## src/hdl/gcpr_pkg.sv

```systemverilog
// Shared types and constants for the gimbal cascade PI and rate limiter.
// Depends on nothing; used by every module of the block.
package gcpr_pkg;

    // configuration port
    localparam int CFG_ADDR_W = 5;
    localparam int CFG_DATA_W = 32;

    // shared multiplier operand and product widths
    localparam int MUL_A_W = 33;
    localparam int MUL_B_W = 30;
    localparam int PROD_W  = MUL_A_W + MUL_B_W;

    // stream payload widths
    localparam int IN_TDATA_W  = 168;
    localparam int OUT_TDATA_W = 40;

    // parameter defaults
    localparam int CURRENT_LIMIT_DEF    = 16384;
    localparam int PITCH_SLEW_LIMIT_DEF = 327680;
    localparam int PITCH_FF_GAIN_DEF    = 65536;

    // parameter ranges
    localparam int CUR_ABS_MAX = 16384;
    localparam int SLEW_MIN    = 6554;
    localparam int SLEW_MAX    = 1310720;

    // fixed-point constants
    localparam logic signed [19:0] Q_PI        = 20'sd205887;
    localparam logic signed [19:0] Q_TWO_PI    = 20'sd411774;
    localparam logic signed [21:0] POS_INT_MAX  = 22'sd327680;
    localparam logic signed [28:0] RATE_INT_MAX = 29'sd117964800;
    localparam logic [25:0] POS_GAIN_MAX  = 26'd65536000;
    localparam logic [31:0] RATE_GAIN_MAX = 32'd3276800000;
    localparam logic [21:0] YAW_RATE_MIN  = 22'd6554;
    localparam logic [21:0] YAW_RATE_CEIL = 22'd3932160;

    typedef struct packed {
        logic [25:0]        pos_gain_p;
        logic [25:0]        pos_gain_i;
        logic [31:0]        rate_gain_p;
        logic [31:0]        rate_gain_i;
        logic signed [23:0] yaw_ff_gain;
        logic [21:0]        yaw_rate_limit;
        logic signed [18:0] pitch_upper;
        logic signed [18:0] pitch_lower;
    } gcpr_cfg_t;

    typedef struct packed {
        logic [15:0]        step_time;
        logic signed [18:0] yaw_target;
        logic signed [18:0] yaw_angle;
        logic signed [23:0] yaw_gyro;
        logic signed [23:0] yaw_target_speed;
        logic signed [18:0] pitch_target;
        logic signed [23:0] pitch_target_speed;
        logic signed [18:0] pitch_feedback;
    } gcpr_item_t;

endpackage

```

## src/hdl/gcpr_cfg.sv

```systemverilog
// Configuration register file behind an APB-style port.
// Depends on gcpr_pkg.
module gcpr_cfg (
    input  logic                             clk,
    input  logic                             rst_n,
    input  logic                             psel,
    input  logic                             penable,
    input  logic                             pwrite,
    input  logic [gcpr_pkg::CFG_ADDR_W-1:0]  paddr,
    input  logic [gcpr_pkg::CFG_DATA_W-1:0]  pwdata,
    output logic [gcpr_pkg::CFG_DATA_W-1:0]  prdata,
    output logic                             pready,
    output gcpr_pkg::gcpr_cfg_t              cfg
);
    import gcpr_pkg::*;

    typedef enum logic [2:0] {
        REG_POS_GAIN_P   = 3'd0,
        REG_POS_GAIN_I   = 3'd1,
        REG_RATE_GAIN_P  = 3'd2,
        REG_RATE_GAIN_I  = 3'd3,
        REG_YAW_FF_GAIN  = 3'd4,
        REG_YAW_RATE_LIM = 3'd5,
        REG_PITCH_UPPER  = 3'd6,
        REG_PITCH_LOWER  = 3'd7
    } gcpr_reg_t;

    gcpr_cfg_t cfg_reg;
    gcpr_reg_t reg_idx;
    logic      wr_en;

    assign reg_idx = gcpr_reg_t'(paddr[CFG_ADDR_W-1:2]);
    assign wr_en   = psel & penable & pwrite;
    assign pready  = 1'b1;
    assign cfg     = cfg_reg;

    always_ff @(posedge clk or negedge rst_n)
    begin
        if (!rst_n)
        begin
            cfg_reg                <= '0;
            cfg_reg.yaw_rate_limit <= YAW_RATE_MIN;
        end
        else if (wr_en)
        begin
            unique case (reg_idx)
                REG_POS_GAIN_P:   cfg_reg.pos_gain_p     <= pwdata[25:0];
                REG_POS_GAIN_I:   cfg_reg.pos_gain_i     <= pwdata[25:0];
                REG_RATE_GAIN_P:  cfg_reg.rate_gain_p    <= pwdata[31:0];
                REG_RATE_GAIN_I:  cfg_reg.rate_gain_i    <= pwdata[31:0];
                REG_YAW_FF_GAIN:  cfg_reg.yaw_ff_gain    <= $signed(pwdata[23:0]);
                REG_YAW_RATE_LIM: cfg_reg.yaw_rate_limit <= pwdata[21:0];
                REG_PITCH_UPPER:  cfg_reg.pitch_upper    <= $signed(pwdata[18:0]);
                REG_PITCH_LOWER:  cfg_reg.pitch_lower    <= $signed(pwdata[18:0]);
                default:
                begin
                end
            endcase
        end
    end

    always_comb
    begin
        unique case (reg_idx)
            REG_POS_GAIN_P:   prdata = {6'd0, cfg_reg.pos_gain_p};
            REG_POS_GAIN_I:   prdata = {6'd0, cfg_reg.pos_gain_i};
            REG_RATE_GAIN_P:  prdata = cfg_reg.rate_gain_p;
            REG_RATE_GAIN_I:  prdata = cfg_reg.rate_gain_i;
            REG_YAW_FF_GAIN:  prdata = {8'd0, cfg_reg.yaw_ff_gain};
            REG_YAW_RATE_LIM: prdata = {10'd0, cfg_reg.yaw_rate_limit};
            REG_PITCH_UPPER:  prdata = {13'd0, cfg_reg.pitch_upper};
            REG_PITCH_LOWER:  prdata = {13'd0, cfg_reg.pitch_lower};
            default:          prdata = '0;
        endcase
    end

endmodule

```

## src/hdl/gcpr_mul.sv

```systemverilog
// Shared signed multiplier with a registered product.
// Depends on gcpr_pkg.
module gcpr_mul (
    input  logic                                clk,
    input  logic signed [gcpr_pkg::MUL_A_W-1:0] op_a,
    input  logic signed [gcpr_pkg::MUL_B_W-1:0] op_b,
    output logic signed [gcpr_pkg::PROD_W-1:0]  prod
);
    import gcpr_pkg::*;

    logic signed [PROD_W-1:0] prod_reg;

    always_ff @(posedge clk)
    begin
        prod_reg <= PROD_W'(op_a) * PROD_W'(op_b);
    end

    assign prod = prod_reg;

endmodule

```

## src/hdl/gcpr_core.sv

```systemverilog
// Sequencer and datapath: yaw cascade PI and pitch slew limiter, all
// products formed one per cycle on the shared multiplier. Depends on gcpr_pkg, gcpr_mul.
module gcpr_core #(
    parameter int CURRENT_LIMIT    = gcpr_pkg::CURRENT_LIMIT_DEF,
    parameter int PITCH_SLEW_LIMIT = gcpr_pkg::PITCH_SLEW_LIMIT_DEF,
    parameter int PITCH_FF_GAIN    = gcpr_pkg::PITCH_FF_GAIN_DEF
) (
    input  logic                 clk,
    input  logic                 rst_n,
    input  gcpr_pkg::gcpr_cfg_t  cfg,
    input  logic                 in_valid,
    output logic                 in_ready,
    input  logic                 in_func,
    input  gcpr_pkg::gcpr_item_t in_item,
    output logic                 out_valid,
    input  logic                 out_ready,
    output logic signed [15:0]   out_yaw_current,
    output logic signed [18:0]   out_pitch_reference
);
    import gcpr_pkg::*;

    localparam int CUR_MAX_I = (CURRENT_LIMIT < 0) ? 0 :
                               (CURRENT_LIMIT > CUR_ABS_MAX) ? CUR_ABS_MAX : CURRENT_LIMIT;
    localparam int SLEW_I    = (PITCH_SLEW_LIMIT < SLEW_MIN) ? SLEW_MIN :
                               (PITCH_SLEW_LIMIT > SLEW_MAX) ? SLEW_MAX : PITCH_SLEW_LIMIT;
    localparam logic signed [31:0]        CUR_HI = 32'(CUR_MAX_I);
    localparam logic signed [MUL_A_W-1:0] SLEW_C = MUL_A_W'(SLEW_I);
    localparam logic signed [MUL_A_W-1:0] FFG_C  = MUL_A_W'(PITCH_FF_GAIN);

    typedef enum logic [14:0] {
        ST_IDLE = 15'b000000000000001,
        ST_ERR  = 15'b000000000000010,
        ST_M1   = 15'b000000000000100,
        ST_PI   = 15'b000000000001000,
        ST_A0   = 15'b000000000010000,
        ST_A1   = 15'b000000000100000,
        ST_A2   = 15'b000000001000000,
        ST_A3   = 15'b000000010000000,
        ST_RR   = 15'b000000100000000,
        ST_RE   = 15'b000001000000000,
        ST_M2   = 15'b000010000000000,
        ST_RI   = 15'b000100000000000,
        ST_B1   = 15'b001000000000000,
        ST_B2   = 15'b010000000000000,
        ST_FIN  = 15'b100000000000000
    } gcpr_state_t;

    gcpr_state_t state_reg, state_next;

    // persistent state
    logic               yaw_started_reg, pitch_started_reg;
    logic signed [19:0] pos_int_reg;
    logic signed [27:0] rate_int_reg;
    logic signed [18:0] held_reg;
    logic               out_valid_reg;
    logic signed [15:0] out_cur_reg;
    logic signed [18:0] out_ref_reg;

    // per-word working registers
    gcpr_item_t         item_reg;
    logic signed [18:0] err_reg;
    logic signed [29:0] ff_reg;
    logic signed [19:0] pint_reg;
    logic signed [29:0] pstep_reg;
    logic signed [63:0] acc_reg;
    logic signed [22:0] rref_reg;
    logic signed [21:0] stepmax_reg;
    logic signed [24:0] rerr_reg;
    logic signed [31:0] perr_reg;
    logic signed [27:0] rint_reg;

    logic signed [MUL_A_W-1:0] mul_a;
    logic signed [MUL_B_W-1:0] mul_b;
    logic signed [PROD_W-1:0]  prod;

    logic accept, fin_go;
    logic signed [MUL_B_W-1:0] dt_b;
    logic [25:0] kp1, ki1;
    logic [31:0] kp2, ki2;
    logic [21:0] lim;
    logic signed [19:0] ydiff, ywrap;
    logic signed [21:0] pint_sum;
    logic signed [19:0] pint_sat;
    logic signed [47:0] rsh, lim_s;
    logic signed [22:0] rref_sat;
    logic signed [28:0] rint_sum;
    logic signed [27:0] rint_sat;
    logic signed [31:0] csh;
    logic signed [15:0] cur_sat;
    logic signed [31:0] smax_s, pmove;
    logic signed [22:0] held_sum;
    logic signed [18:0] held_new, tgt_c, fb_c;

    function automatic logic signed [18:0] clamp_pitch(
        input logic signed [22:0] v,
        input logic signed [18:0] lo,
        input logic signed [18:0] hi
    );
        logic signed [18:0] r;
        if (v < 23'(lo))
            r = lo;
        else if (v > 23'(hi))
            r = hi;
        else
            r = v[18:0];
        return r;
    endfunction

    gcpr_mul u_mul (
        .clk  (clk),
        .op_a (mul_a),
        .op_b (mul_b),
        .prod (prod)
    );

    assign in_ready = (state_reg == ST_IDLE);
    assign accept   = in_valid & in_ready;
    assign fin_go   = (state_reg == ST_FIN) & (~out_valid_reg | out_ready);

    assign out_valid           = out_valid_reg;
    assign out_yaw_current     = out_cur_reg;
    assign out_pitch_reference = out_ref_reg;

    assign dt_b = $signed({14'd0, item_reg.step_time});

    // saturate gains and limits into their ranges
    assign kp1 = (cfg.pos_gain_p > POS_GAIN_MAX) ? POS_GAIN_MAX : cfg.pos_gain_p;
    assign ki1 = (cfg.pos_gain_i > POS_GAIN_MAX) ? POS_GAIN_MAX : cfg.pos_gain_i;
    assign kp2 = (cfg.rate_gain_p > RATE_GAIN_MAX) ? RATE_GAIN_MAX : cfg.rate_gain_p;
    assign ki2 = (cfg.rate_gain_i > RATE_GAIN_MAX) ? RATE_GAIN_MAX : cfg.rate_gain_i;
    assign lim = (cfg.yaw_rate_limit < YAW_RATE_MIN) ? YAW_RATE_MIN :
                 (cfg.yaw_rate_limit > YAW_RATE_CEIL) ? YAW_RATE_CEIL : cfg.yaw_rate_limit;

    // angle error wrapped into (-pi, pi]; one correction covers all inputs
    assign ydiff = 20'($signed(item_reg.yaw_target)) - 20'($signed(item_reg.yaw_angle));
    always_comb
    begin
        if (ydiff > Q_PI)
            ywrap = ydiff - Q_TWO_PI;
        else if (ydiff <= -Q_PI)
            ywrap = ydiff + Q_TWO_PI;
        else
            ywrap = ydiff;
    end

    // position integral: prod holds err*dt
    assign pint_sum = 22'(pos_int_reg) + 22'($signed(prod[34:16]));
    always_comb
    begin
        if (pint_sum < -POS_INT_MAX)
            pint_sat = 20'(-POS_INT_MAX);
        else if (pint_sum > POS_INT_MAX)
            pint_sat = 20'(POS_INT_MAX);
        else
            pint_sat = pint_sum[19:0];
    end

    // rate reference
    assign rsh   = acc_reg[63:16];
    assign lim_s = $signed({26'd0, lim});
    always_comb
    begin
        if (rsh < -lim_s)
            rref_sat = 23'(-lim_s);
        else if (rsh > lim_s)
            rref_sat = 23'(lim_s);
        else
            rref_sat = rsh[22:0];
    end

    // rate integral: prod holds rate_err*dt
    assign rint_sum = 29'(rate_int_reg) + 29'($signed(prod[40:16]));
    always_comb
    begin
        if (rint_sum < -RATE_INT_MAX)
            rint_sat = 28'(-RATE_INT_MAX);
        else if (rint_sum > RATE_INT_MAX)
            rint_sat = 28'(RATE_INT_MAX);
        else
            rint_sat = rint_sum[27:0];
    end

    // motor current
    assign csh = acc_reg[63:32];
    always_comb
    begin
        if (csh < -CUR_HI)
            cur_sat = 16'(-CUR_HI);
        else if (csh > CUR_HI)
            cur_sat = 16'(CUR_HI);
        else
            cur_sat = csh[15:0];
    end

    // pitch slew limit
    assign smax_s = 32'(stepmax_reg);
    always_comb
    begin
        if (perr_reg < -smax_s)
            pmove = -smax_s;
        else if (perr_reg > smax_s)
            pmove = smax_s;
        else
            pmove = perr_reg;
    end
    assign held_sum = 23'(held_reg) + 23'($signed(pmove[21:0]));
    assign held_new = clamp_pitch(held_sum, cfg.pitch_lower, cfg.pitch_upper);
    assign tgt_c    = clamp_pitch(23'($signed(item_reg.pitch_target)),
                                  cfg.pitch_lower, cfg.pitch_upper);
    assign fb_c     = clamp_pitch(23'($signed(in_item.pitch_feedback)),
                                  cfg.pitch_lower, cfg.pitch_upper);

    // operand select for the shared multiplier
    always_comb
    begin
        mul_a = '0;
        mul_b = '0;
        unique case (state_reg)
            ST_ERR:
            begin
                mul_a = FFG_C;
                mul_b = MUL_B_W'($signed(item_reg.pitch_target_speed));
            end
            ST_M1:
            begin
                mul_a = MUL_A_W'(err_reg);
                mul_b = dt_b;
            end
            ST_PI:
            begin
                mul_a = MUL_A_W'(ff_reg);
                mul_b = dt_b;
            end
            ST_A0:
            begin
                mul_a = $signed({7'd0, kp1});
                mul_b = MUL_B_W'(err_reg);
            end
            ST_A1:
            begin
                mul_a = $signed({7'd0, ki1});
                mul_b = MUL_B_W'(pint_reg);
            end
            ST_A2:
            begin
                mul_a = MUL_A_W'($signed(cfg.yaw_ff_gain));
                mul_b = MUL_B_W'($signed(item_reg.yaw_target_speed));
            end
            ST_A3:
            begin
                mul_a = SLEW_C;
                mul_b = dt_b;
            end
            ST_M2:
            begin
                mul_a = MUL_A_W'(rerr_reg);
                mul_b = dt_b;
            end
            ST_RI:
            begin
                mul_a = $signed({1'b0, kp2});
                mul_b = MUL_B_W'(rerr_reg);
            end
            ST_B1:
            begin
                mul_a = $signed({1'b0, ki2});
                mul_b = MUL_B_W'(rint_reg);
            end
            default:
            begin
            end
        endcase
    end

    always_comb
    begin
        state_next = state_reg;
        unique case (state_reg)
            ST_IDLE: if (accept && !in_func) state_next = ST_ERR;
            ST_ERR:  state_next = ST_M1;
            ST_M1:   state_next = ST_PI;
            ST_PI:   state_next = ST_A0;
            ST_A0:   state_next = ST_A1;
            ST_A1:   state_next = ST_A2;
            ST_A2:   state_next = ST_A3;
            ST_A3:   state_next = ST_RR;
            ST_RR:   state_next = ST_RE;
            ST_RE:   state_next = ST_M2;
            ST_M2:   state_next = ST_RI;
            ST_RI:   state_next = ST_B1;
            ST_B1:   state_next = ST_B2;
            ST_B2:   state_next = ST_FIN;
            ST_FIN:  if (fin_go) state_next = ST_IDLE;
            default: state_next = ST_IDLE;
        endcase
    end

    always_ff @(posedge clk or negedge rst_n)
    begin
        if (!rst_n)
        begin
            state_reg         <= ST_IDLE;
            yaw_started_reg   <= 1'b0;
            pitch_started_reg <= 1'b0;
            pos_int_reg       <= '0;
            rate_int_reg      <= '0;
            held_reg          <= '0;
            out_valid_reg     <= 1'b0;
        end
        else
        begin
            state_reg <= state_next;
            if (accept && in_func)
            begin
                yaw_started_reg   <= 1'b0;
                pitch_started_reg <= 1'b0;
                pos_int_reg       <= '0;
                rate_int_reg      <= '0;
                held_reg          <= fb_c;
            end
            if (fin_go)
            begin
                yaw_started_reg   <= 1'b1;
                pitch_started_reg <= 1'b1;
                if (yaw_started_reg)
                begin
                    pos_int_reg  <= pint_reg;
                    rate_int_reg <= rint_reg;
                end
                if (pitch_started_reg)
                    held_reg <= held_new;
                out_valid_reg <= 1'b1;
            end
            else if (out_ready)
                out_valid_reg <= 1'b0;
        end
    end

    always_ff @(posedge clk)
    begin
        if (accept)
            item_reg <= in_item;
        if (fin_go)
        begin
            out_cur_reg <= yaw_started_reg ? cur_sat : 16'sd0;
            out_ref_reg <= pitch_started_reg ? held_new : held_reg;
        end
        case (state_reg)
            ST_ERR: err_reg   <= ywrap[18:0];
            ST_M1:  ff_reg    <= prod[45:16];
            ST_PI:  pint_reg  <= pint_sat;
            ST_A0:  pstep_reg <= prod[45:16];
            ST_A1:  acc_reg   <= 64'(prod);
            ST_A2:  acc_reg   <= acc_reg + 64'(prod);
            ST_A3:  acc_reg   <= acc_reg + 64'(prod);
            ST_RR:
            begin
                rref_reg    <= rref_sat;
                stepmax_reg <= prod[37:16];
            end
            ST_RE:
            begin
                rerr_reg <= 25'(rref_reg) - 25'($signed(item_reg.yaw_gyro));
                perr_reg <= 32'(tgt_c) - 32'(held_reg) + 32'(pstep_reg);
            end
            ST_RI:  rint_reg  <= rint_sat;
            ST_B1:  acc_reg   <= 64'(prod);
            ST_B2:  acc_reg   <= acc_reg + 64'(prod);
            default:
            begin
            end
        endcase
    end

endmodule

```

## src/hdl/gimbal_cascade_pi_and_rate_limiter.sv

```systemverilog
// Gimbal yaw cascade PI and pitch slew limiter, top level.
// Control word: accepted only when idle; the result is registered when the
// 14-step sequence on the single shared 33x30 multiplier completes.
// Reset word: taken when idle, no result. A waiting result does not block input.
// rst_n (async, active low) resets state, integrals, start flags, pitch hold, config.
// Depends on gcpr_pkg, gcpr_cfg, gcpr_core.
module gimbal_cascade_pi_and_rate_limiter #(
    parameter int CURRENT_LIMIT    = gcpr_pkg::CURRENT_LIMIT_DEF,
    parameter int PITCH_SLEW_LIMIT = gcpr_pkg::PITCH_SLEW_LIMIT_DEF,
    parameter int PITCH_FF_GAIN    = gcpr_pkg::PITCH_FF_GAIN_DEF
) (
    input  logic                               clk,
    input  logic                               rst_n,
    input  logic                               s_axis_tvalid,
    output logic                               s_axis_tready,
    // step_time, yaw_target, yaw_angle, yaw_gyro, yaw_target_speed,
    // pitch_target, pitch_target_speed, pitch_feedback, zero pad
    input  logic [gcpr_pkg::IN_TDATA_W-1:0]    s_axis_tdata,
    // func
    input  logic [0:0]                         s_axis_tuser,
    output logic                               m_axis_tvalid,
    input  logic                               m_axis_tready,
    // yaw_current, pitch_reference, zero pad
    output logic [gcpr_pkg::OUT_TDATA_W-1:0]   m_axis_tdata,
    input  logic                               psel,
    input  logic                               penable,
    input  logic                               pwrite,
    input  logic [gcpr_pkg::CFG_ADDR_W-1:0]    paddr,
    input  logic [gcpr_pkg::CFG_DATA_W-1:0]    pwdata,
    output logic [gcpr_pkg::CFG_DATA_W-1:0]    prdata,
    output logic                               pready
);
    import gcpr_pkg::*;

    gcpr_cfg_t          cfg;
    gcpr_item_t         item;
    logic signed [15:0] yaw_current;
    logic signed [18:0] pitch_reference;

    assign item.step_time          = s_axis_tdata[15:0];
    assign item.yaw_target         = $signed(s_axis_tdata[34:16]);
    assign item.yaw_angle          = $signed(s_axis_tdata[53:35]);
    assign item.yaw_gyro           = $signed(s_axis_tdata[77:54]);
    assign item.yaw_target_speed   = $signed(s_axis_tdata[101:78]);
    assign item.pitch_target       = $signed(s_axis_tdata[120:102]);
    assign item.pitch_target_speed = $signed(s_axis_tdata[144:121]);
    assign item.pitch_feedback     = $signed(s_axis_tdata[163:145]);

    assign m_axis_tdata = {5'd0, pitch_reference, yaw_current};

    gcpr_cfg u_cfg (
        .clk     (clk),
        .rst_n   (rst_n),
        .psel    (psel),
        .penable (penable),
        .pwrite  (pwrite),
        .paddr   (paddr),
        .pwdata  (pwdata),
        .prdata  (prdata),
        .pready  (pready),
        .cfg     (cfg)
    );

    gcpr_core #(
        .CURRENT_LIMIT    (CURRENT_LIMIT),
        .PITCH_SLEW_LIMIT (PITCH_SLEW_LIMIT),
        .PITCH_FF_GAIN    (PITCH_FF_GAIN)
    ) u_core (
        .clk                 (clk),
        .rst_n               (rst_n),
        .cfg                 (cfg),
        .in_valid            (s_axis_tvalid),
        .in_ready            (s_axis_tready),
        .in_func             (s_axis_tuser[0]),
        .in_item             (item),
        .out_valid           (m_axis_tvalid),
        .out_ready           (m_axis_tready),
        .out_yaw_current     (yaw_current),
        .out_pitch_reference (pitch_reference)
    );

endmodule
```

## config.mk

```make
export PLATFORM = sky130hd
export DESIGN_NAME = gimbal_cascade_pi_and_rate_limiter
export DESIGN_NICKNAME = d
export VERILOG_FILES = /design/src/hdl/gcpr_pkg.sv /design/src/hdl/gcpr_cfg.sv /design/src/hdl/gcpr_mul.sv /design/src/hdl/gcpr_core.sv /design/src/hdl/gimbal_cascade_pi_and_rate_limiter.sv
export SDC_FILE = /design/constraint.sdc
export NUM_CORES = 2
export LEC_CHECK = 0
export BUFFER_PORTS_ARGS = -buffer_cell sky130_fd_sc_hd__buf_2
export CORE_MARGIN = 10
export CORE_UTILIZATION = 35
export DETAILED_ROUTE_END_ITERATION = 16
export PLACE_DENSITY_LB_ADDON = 0.25
export REMOVE_ABC_BUFFERS = 1
export SYNTH_ARGS = -nofsm -noshare
export SYNTH_HDL_FRONTEND = slang
export SYNTH_SLANG_ARGS = --single-unit
```

## constraint.sdc

```tcl
create_clock -name clk -period 20.3 [get_ports clk]
set_input_delay 4.06 -clock clk [delete_from_list [all_inputs] [get_ports clk]]
set_output_delay 4.06 -clock clk [all_outputs]
set_load 0.005 [all_outputs]
```

After elaboration in Yosys (flattened, before gate mapping)
Index checks and enable logic that the tools add are counted.
Word-level totals
  register bits after elaboration: 820
  bits of input ports: 213
  logic and storage cells: 170
Operators by class
  add/sub/neg operators: 12
  multipliers: 1
  $lt $le $gt $ge: 24
  eq/ne operators: 24
  muxes and demuxes: 43
  bitwise logic cells: 7
  reduce and logical (&&, ||, !) cells: 22
Operators by type and width (number)
  case mux 33 bit (10 select lines): 1
  case mux 32 bit (8 select lines): 1
  2-to-1 mux 19 bit: 12
  case mux 15 bit (15 select lines): 1
  case mux 30 bit (7 select lines): 1
  case mux 64 bit (2 select lines): 1
  2-to-1 mux 28 bit: 4
  2-to-1 mux 22 bit: 4
  2-to-1 mux 20 bit: 4
  adder 64 x 63 -> 64 bit: 1
  greater-than comparator 32 bit (second input constant): 2
  2-to-1 mux 32 bit: 2
  multiplier 33 x 30 -> 63 bit: 1
  greater-than comparator 26 bit (second input constant): 2
  2-to-1 mux 26 bit: 2
  greater-than comparator 48 x 23 -> 1 bit: 1
  < comparator 48 bit: 1
  negator 22 -> 48 bit: 1
  2-to-1 mux 23 bit: 2
  subtractor 19 x 19 -> 20 bit: 2
  greater-than comparator 19 bit: 2
  < comparator 19 bit: 2
  greater-than comparator 32 x 16 -> 1 bit (second input constant): 1
  greater-than comparator 32 x 22 -> 1 bit: 1
  54 further kinds: 81

Depth between registers and ports, before layout
  depth in word-level cells: 9
  gate-level depth with buffers: 48

Hierarchy
A second synthesis with hierarchy kept.
Second synthesis, totals
  cells, all modules: 9022
  area total of the unflattened synthesis: 88970.3 µm²
Modules (own cells, without submodules)
  gcpr_core: instances 1, cells each 4410, area an instance 43146.4 µm², seq. area each 16276.9 µm²
  gcpr_mul: instances 1, cells each 3948, area an instance 36631.4 µm², seq. area each 1261.2 µm²
  gcpr_cfg: instances 1, cells each 658, area an instance 9151.3 µm², seq. area each 5013.6 µm²
  gimbal_cascade_pi_and_rate_limiter: instances 1, cells each 6, area an instance 41.3 µm², seq. area each 0.0 µm²

Worst setup path after synthesis
OpenSTA, ideal clock, no wires.
  path type: register to register
  start point: register u_core.state_reg[7]
  end point: register u_core.u_mul.prod_reg[60] (netlist: u_core.u_mul.prod[60])
  setup time: 0.138 ns
  arrival: 10.597 ns
  required time: 20.162 ns
  slack: 9.565 ns
  cell stages (with the launch flop): 35
  path buffers: 3
  clock period less this slack: 10.735 ns
  cell sequence: dfrtp_1 nor3_1 and3_1 nand2_1 or3_1 nor3b_1 buf_2 buf_1 a222oi_1 nand3_1 buf_2 nand2_1 fa_1 inv_1 fa_1 inv_1 fa_1 fa_1 fa_1 inv_1 fa_1 fa_1 inv_1 fa_1 inv_1 ha_1 nand4_1 or3_1 o31a_1 o21a_1 o21a_1 o31ai_1 a31oi_1 o311ai_0 xor2_1
Between the ends
  longest elaborated chain between the ends: 4
  elaborated cells on any way between the ends: 14
Ends and longest elaborated chain
  start: declaration: RTL line gcpr_core.sv:48  | gcpr_state_t state_reg, state_next;
  start signal: assignment: RTL line gcpr_core.sv:312  | state_reg <= state_next;
  == test 15 x 11 -> 1 bit, or another cell as far along: RTL line gcpr_core.sv:218  | unique case (state_reg)
  OR reduction 4 bit (no source line)
  case mux 30 bit (7 select lines): RTL line gcpr_core.sv:218
  multiplier 33 x 30 -> 63 bit (*): RTL line gcpr_mul.sv:15  | prod_reg <= PROD_W'(op_a) * PROD_W'(op_b);
  end signal: assignment: RTL line gcpr_mul.sv:15
  end: declaration: RTL line gcpr_mul.sv:11  | logic signed [PROD_W-1:0] prod_reg;
Every way passes the cells marked *; elsewhere a longest branch is shown, timed or not.
A chain may end at the register's enable or synchronous reset.

Worst setup path after layout
  start point: register u_cfg.cfg_reg, in the netlist u_cfg.cfg[94]
  end point: register u_core.u_mul.prod_reg[61] (netlist: u_core.u_mul.prod[61])
Between the ends
  longest elaborated chain between the ends: 4
Ends and longest elaborated chain
  start: declaration: RTL line gcpr_cfg.sv:28  | gcpr_cfg_t cfg_reg;
  greater-than comparator 32 bit: RTL line gcpr_core.sv:130  | assign ki2 = (cfg.rate_gain_i > RATE_GAIN_MAX) ? RATE_GAIN_MAX : cfg.rate_gain_i;
  2-to-1 mux 32 bit (*): RTL line gcpr_core.sv:130
  case mux 33 bit (10 select lines) (*): RTL line gcpr_core.sv:218
  multiplier 33 x 30 -> 63 bit (*): RTL line gcpr_mul.sv:15
Marks and branches as above.

==> out/summary.txt <==
area occupied by multi-input gates: 57800 µm²
post-DP HPWL: 261 mm
CP max FO: 22
# DRC: 0
Reg area: 22600 µm²
initial DRC count: 6274
layout filler cell count: 24500
Post-Synthesis Cells: 8894
top cells by area, synth: fa_1 (25%), edfxtp_1 (16%), ha_1 (9.3%)
WL per Instance: 26.6 µm
Fmax: 76.9 MHz
max reg flops: 200
Worst Setup Path Type: reg -> reg
most common flop cell mapped by yosys: edfxtp_1
drt pass-1 iters: 9
global-route usage over all layers: 24.4%
total global routing overflow: 0
Cell variety after synth: 102
max cap viols: 0
Ports: 288
fin crit share: 64.0%
total wire length: 332 mm
# H-tree levels: 3
switch share: 44.0%
vias in the first global route: 70423
combinational share of power: 48.8%
Die W: 517 µm
kind of start point of the critical path: flop
Clock Power Share: 22.2%
area of placed instances: 92300 µm²
critical path arrival: 13600 ps
initial antenna violation count: 37
synth warn: 0
R2R Setup Slk: 7300 ps
Netlist Area Pre-Place: 86500 µm²
worst setup path end: u_core.u_mul.prod[61]$_DFF_P_
root buf cell: clkbuf_16
Hold Crit Class: reg -> reg
CTS max path bufs: 3
synth-to-layout area growth: 10.8%
Max VDD drop: 0.0876 mV
die height: 517 µm
worst r2r dst: u_core.u_mul.prod[61]$_DFF_P_
Setup Viol. Count Final: 0
Fin Setup TNS: 0 ps
proportion of netlist area held by the largest area contributor: 24.9%
routability cong.: 0.965
Hold-fix buffers, CTS: 0
Flop pwr share: 28.9%
Slew @ Worst Pin: 1390 ps
clk sinks: 819
largest net degree at the start of global routing: 129
Slowest cell on crit path: or4_1
crit-path max cell delay: 970 ps
Synth async-reset ratio: 34.7%
Finished Layout Cells: 12457
R2R Path Start: u_cfg.cfg[94]$_DFFE_PN0P_
vias: 69259
post-CTS setup buffer count: 0
Yosys top cell by area: fa_1
Clock transition at path regs: 60 ps
Core Box Area: 246000 µm²
IO Port Bufs: 275
Max-Slew Margin vs Limit: 6.68%
crit path time final: 13000 ps
cts repair resizes: 0
starting density of the core: 35.2%
TritonCTS Buffers: 105
cell count of the worst reg-to-reg path: 34
power per cell area: 91.0 nW/µm²
Switch Pwr: 3.84 mW
P_int: 4.89 mW
first-pass GRT wire length: 481 mm
most frequent CP cell: fa_1
Final Net Count: 11063
top-count cell post-synth: inv_1
share of cells above drive strength 1: 10.2%
Post-Syn Area per Cell: 9.73 µm²
number of synthesized flops with an enable pin: 472
row cnt: 182
endpoint type of the worst setup path: flop
crit path launch: u_cfg.cfg[94]$_DFFE_PN0P_
synthesis-stage register bit count: 819
Slew Viols, Final: 0
skew final: 87.8 ps
TritonCTS clock tree: yes
Vias/cell: 5.56
worst skew pair latency: 810 ps
Fin. Hold Viols: 0
die area: 267000 µm²
sequential-to-total area share from yosys stat: 26.1%
outcome: finished clean
Detail Route Antenna Nets: 0
P_leak: 45.2 nW
Post-synth top cells: inv_1 (1392), fa_1 (1076), nand2_1 (939)
Cells after DPL: 12247
hold depth: 1
Finished Cell Area: 95900 µm²
CP required: 20900 ps
RSZ-0062 raised after global routing: false
[logic make-up after synthesis]
family / count (synthesis) / share of synthesized area (%)
AND/OR/NAND/NOR: 2379 / 12.3
AO/OA/AOI/OAI: 1633 / 12.8
other: 2 / 0.00868
flip-flops: 819 / 26.1
adder cells (fa/ha/maj): 1719 / 34.2
XOR/XNOR: 288 / 2.92
multiplexers: 308 / 3.99
buffers and inverters: 1746 / 7.70
[per-layer routing]
metal / GRT usage, % / vias up / part of all wire [%]
li1: - / 30310 / -
met1: 31.0 / 35375 / 40
met2: 38.8 / 2928 / 45
met3: 4.92 / 642 / 8.2
met4: 13.6 / 4 / 6.9
met5: 0 / - / 0.0063
[critical path: cells and delay by family (launching register included)]
| kind | cells | cell delay [ps] |
|---|---|---|
| adder cells (fa/ha/maj) | 9 | 4560 |
| buffers and inverters | 6 | 670 |
| XOR/XNOR | 1 | 160 |
| flip-flops | 1 | 440 |
| AND/OR/NAND/NOR | 5 | 2640 |
| AO/OA/AOI/OAI | 13 | 4280 |
[placed cells by master (no fill, tap or decap), types with 67 or more instances in the layout]
master / count
nor2_1: 739
nand4_1: 102
inv_1: 1392
dfrtp_1: 275
nand2b_1: 67
buf_2: 274
nor3_1: 79
clkbuf_16: 110
fa_1: 1076
o21a_1: 88
o21ai_0: 328
xor2_1: 89
mux2_2: 175
xnor2_1: 199
edfxtp_1: 472
buf_4: 181
a21o_1: 204
nor2b_1: 70
a211oi_1: 85
a21oi_1: 356
nand3_1: 74
nand2_1: 937
ha_1: 640
mux2i_1: 120
[layout make-up]
| type | count | share of cell area, % |
|---|---|---|
| Timing Repair Buffer | 457 | 2.88 |
| Inverter | 1392 | 5.45 |
| Sequential cell | 819 | 23.5 |
| Antenna cell | 10 | 0.0261 |
| Multi-Input combinational cell | 6359 | 60.2 |
| Tap cell | 3220 | 4.20 |
| Clock inverter | 51 | 0.540 |
| Clock buffer | 149 | 3.14 |
[power by group through the flow]
stage | Clock, mW | Sequential, mW | Combinational [mW]
after global routing | 2.05 | 2.53 | 4.67
after floorplan | 0 | 2.34 | 2.91
after global placement | 0 | 2.55 | 4.13
after detailed placement | 0 | 2.55 | 4.19
after CTS | 1.98 | 2.52 | 4.23
final | 1.94 | 2.53 | 4.26
[through the flow]
step	setup slack (ps)	utilization, %	hold WS (ps)	total power [mW]
6_report	7300	39.0	470	8.73
3_5_place_dp	7840	37.5	487	6.74
2_1_floorplan	6290	-	454	5.25
5_1_grt	7000	39.0	505	9.25
4_1_cts	7760	39.0	481	8.72
3_3_place_gp	7940	37.5	480	6.68
[how the worst min path moves through the flow]
stage          slack, ps                           endpoint                              start
5_1_grt              500  u_core.rate_int_reg[21]$_DFF_PN0_  u_core.rint_reg[21]$_SDFFCE_PP1P_
3_5_place_dp         490   u_core.rate_int_reg[3]$_DFF_PN0_   u_core.rate_int_reg[3]$_DFF_PN0_
3_3_place_gp         480   u_core.pos_int_reg[15]$_DFF_PN0_  u_core.pint_reg[15]$_SDFFCE_PP0N_
6_report             470  u_core.rate_int_reg[22]$_DFF_PN0_  u_core.rint_reg[22]$_SDFFCE_PP1P_
4_1_cts              480  u_core.rate_int_reg[22]$_DFF_PN0_  u_core.rint_reg[22]$_SDFFCE_PP1P_
2_1_floorplan        450        u_core.ff_reg[25]$_DFFE_PN_      u_core.u_mul.prod[41]$_DFF_P_
Power figures use the tool's default switching activity.
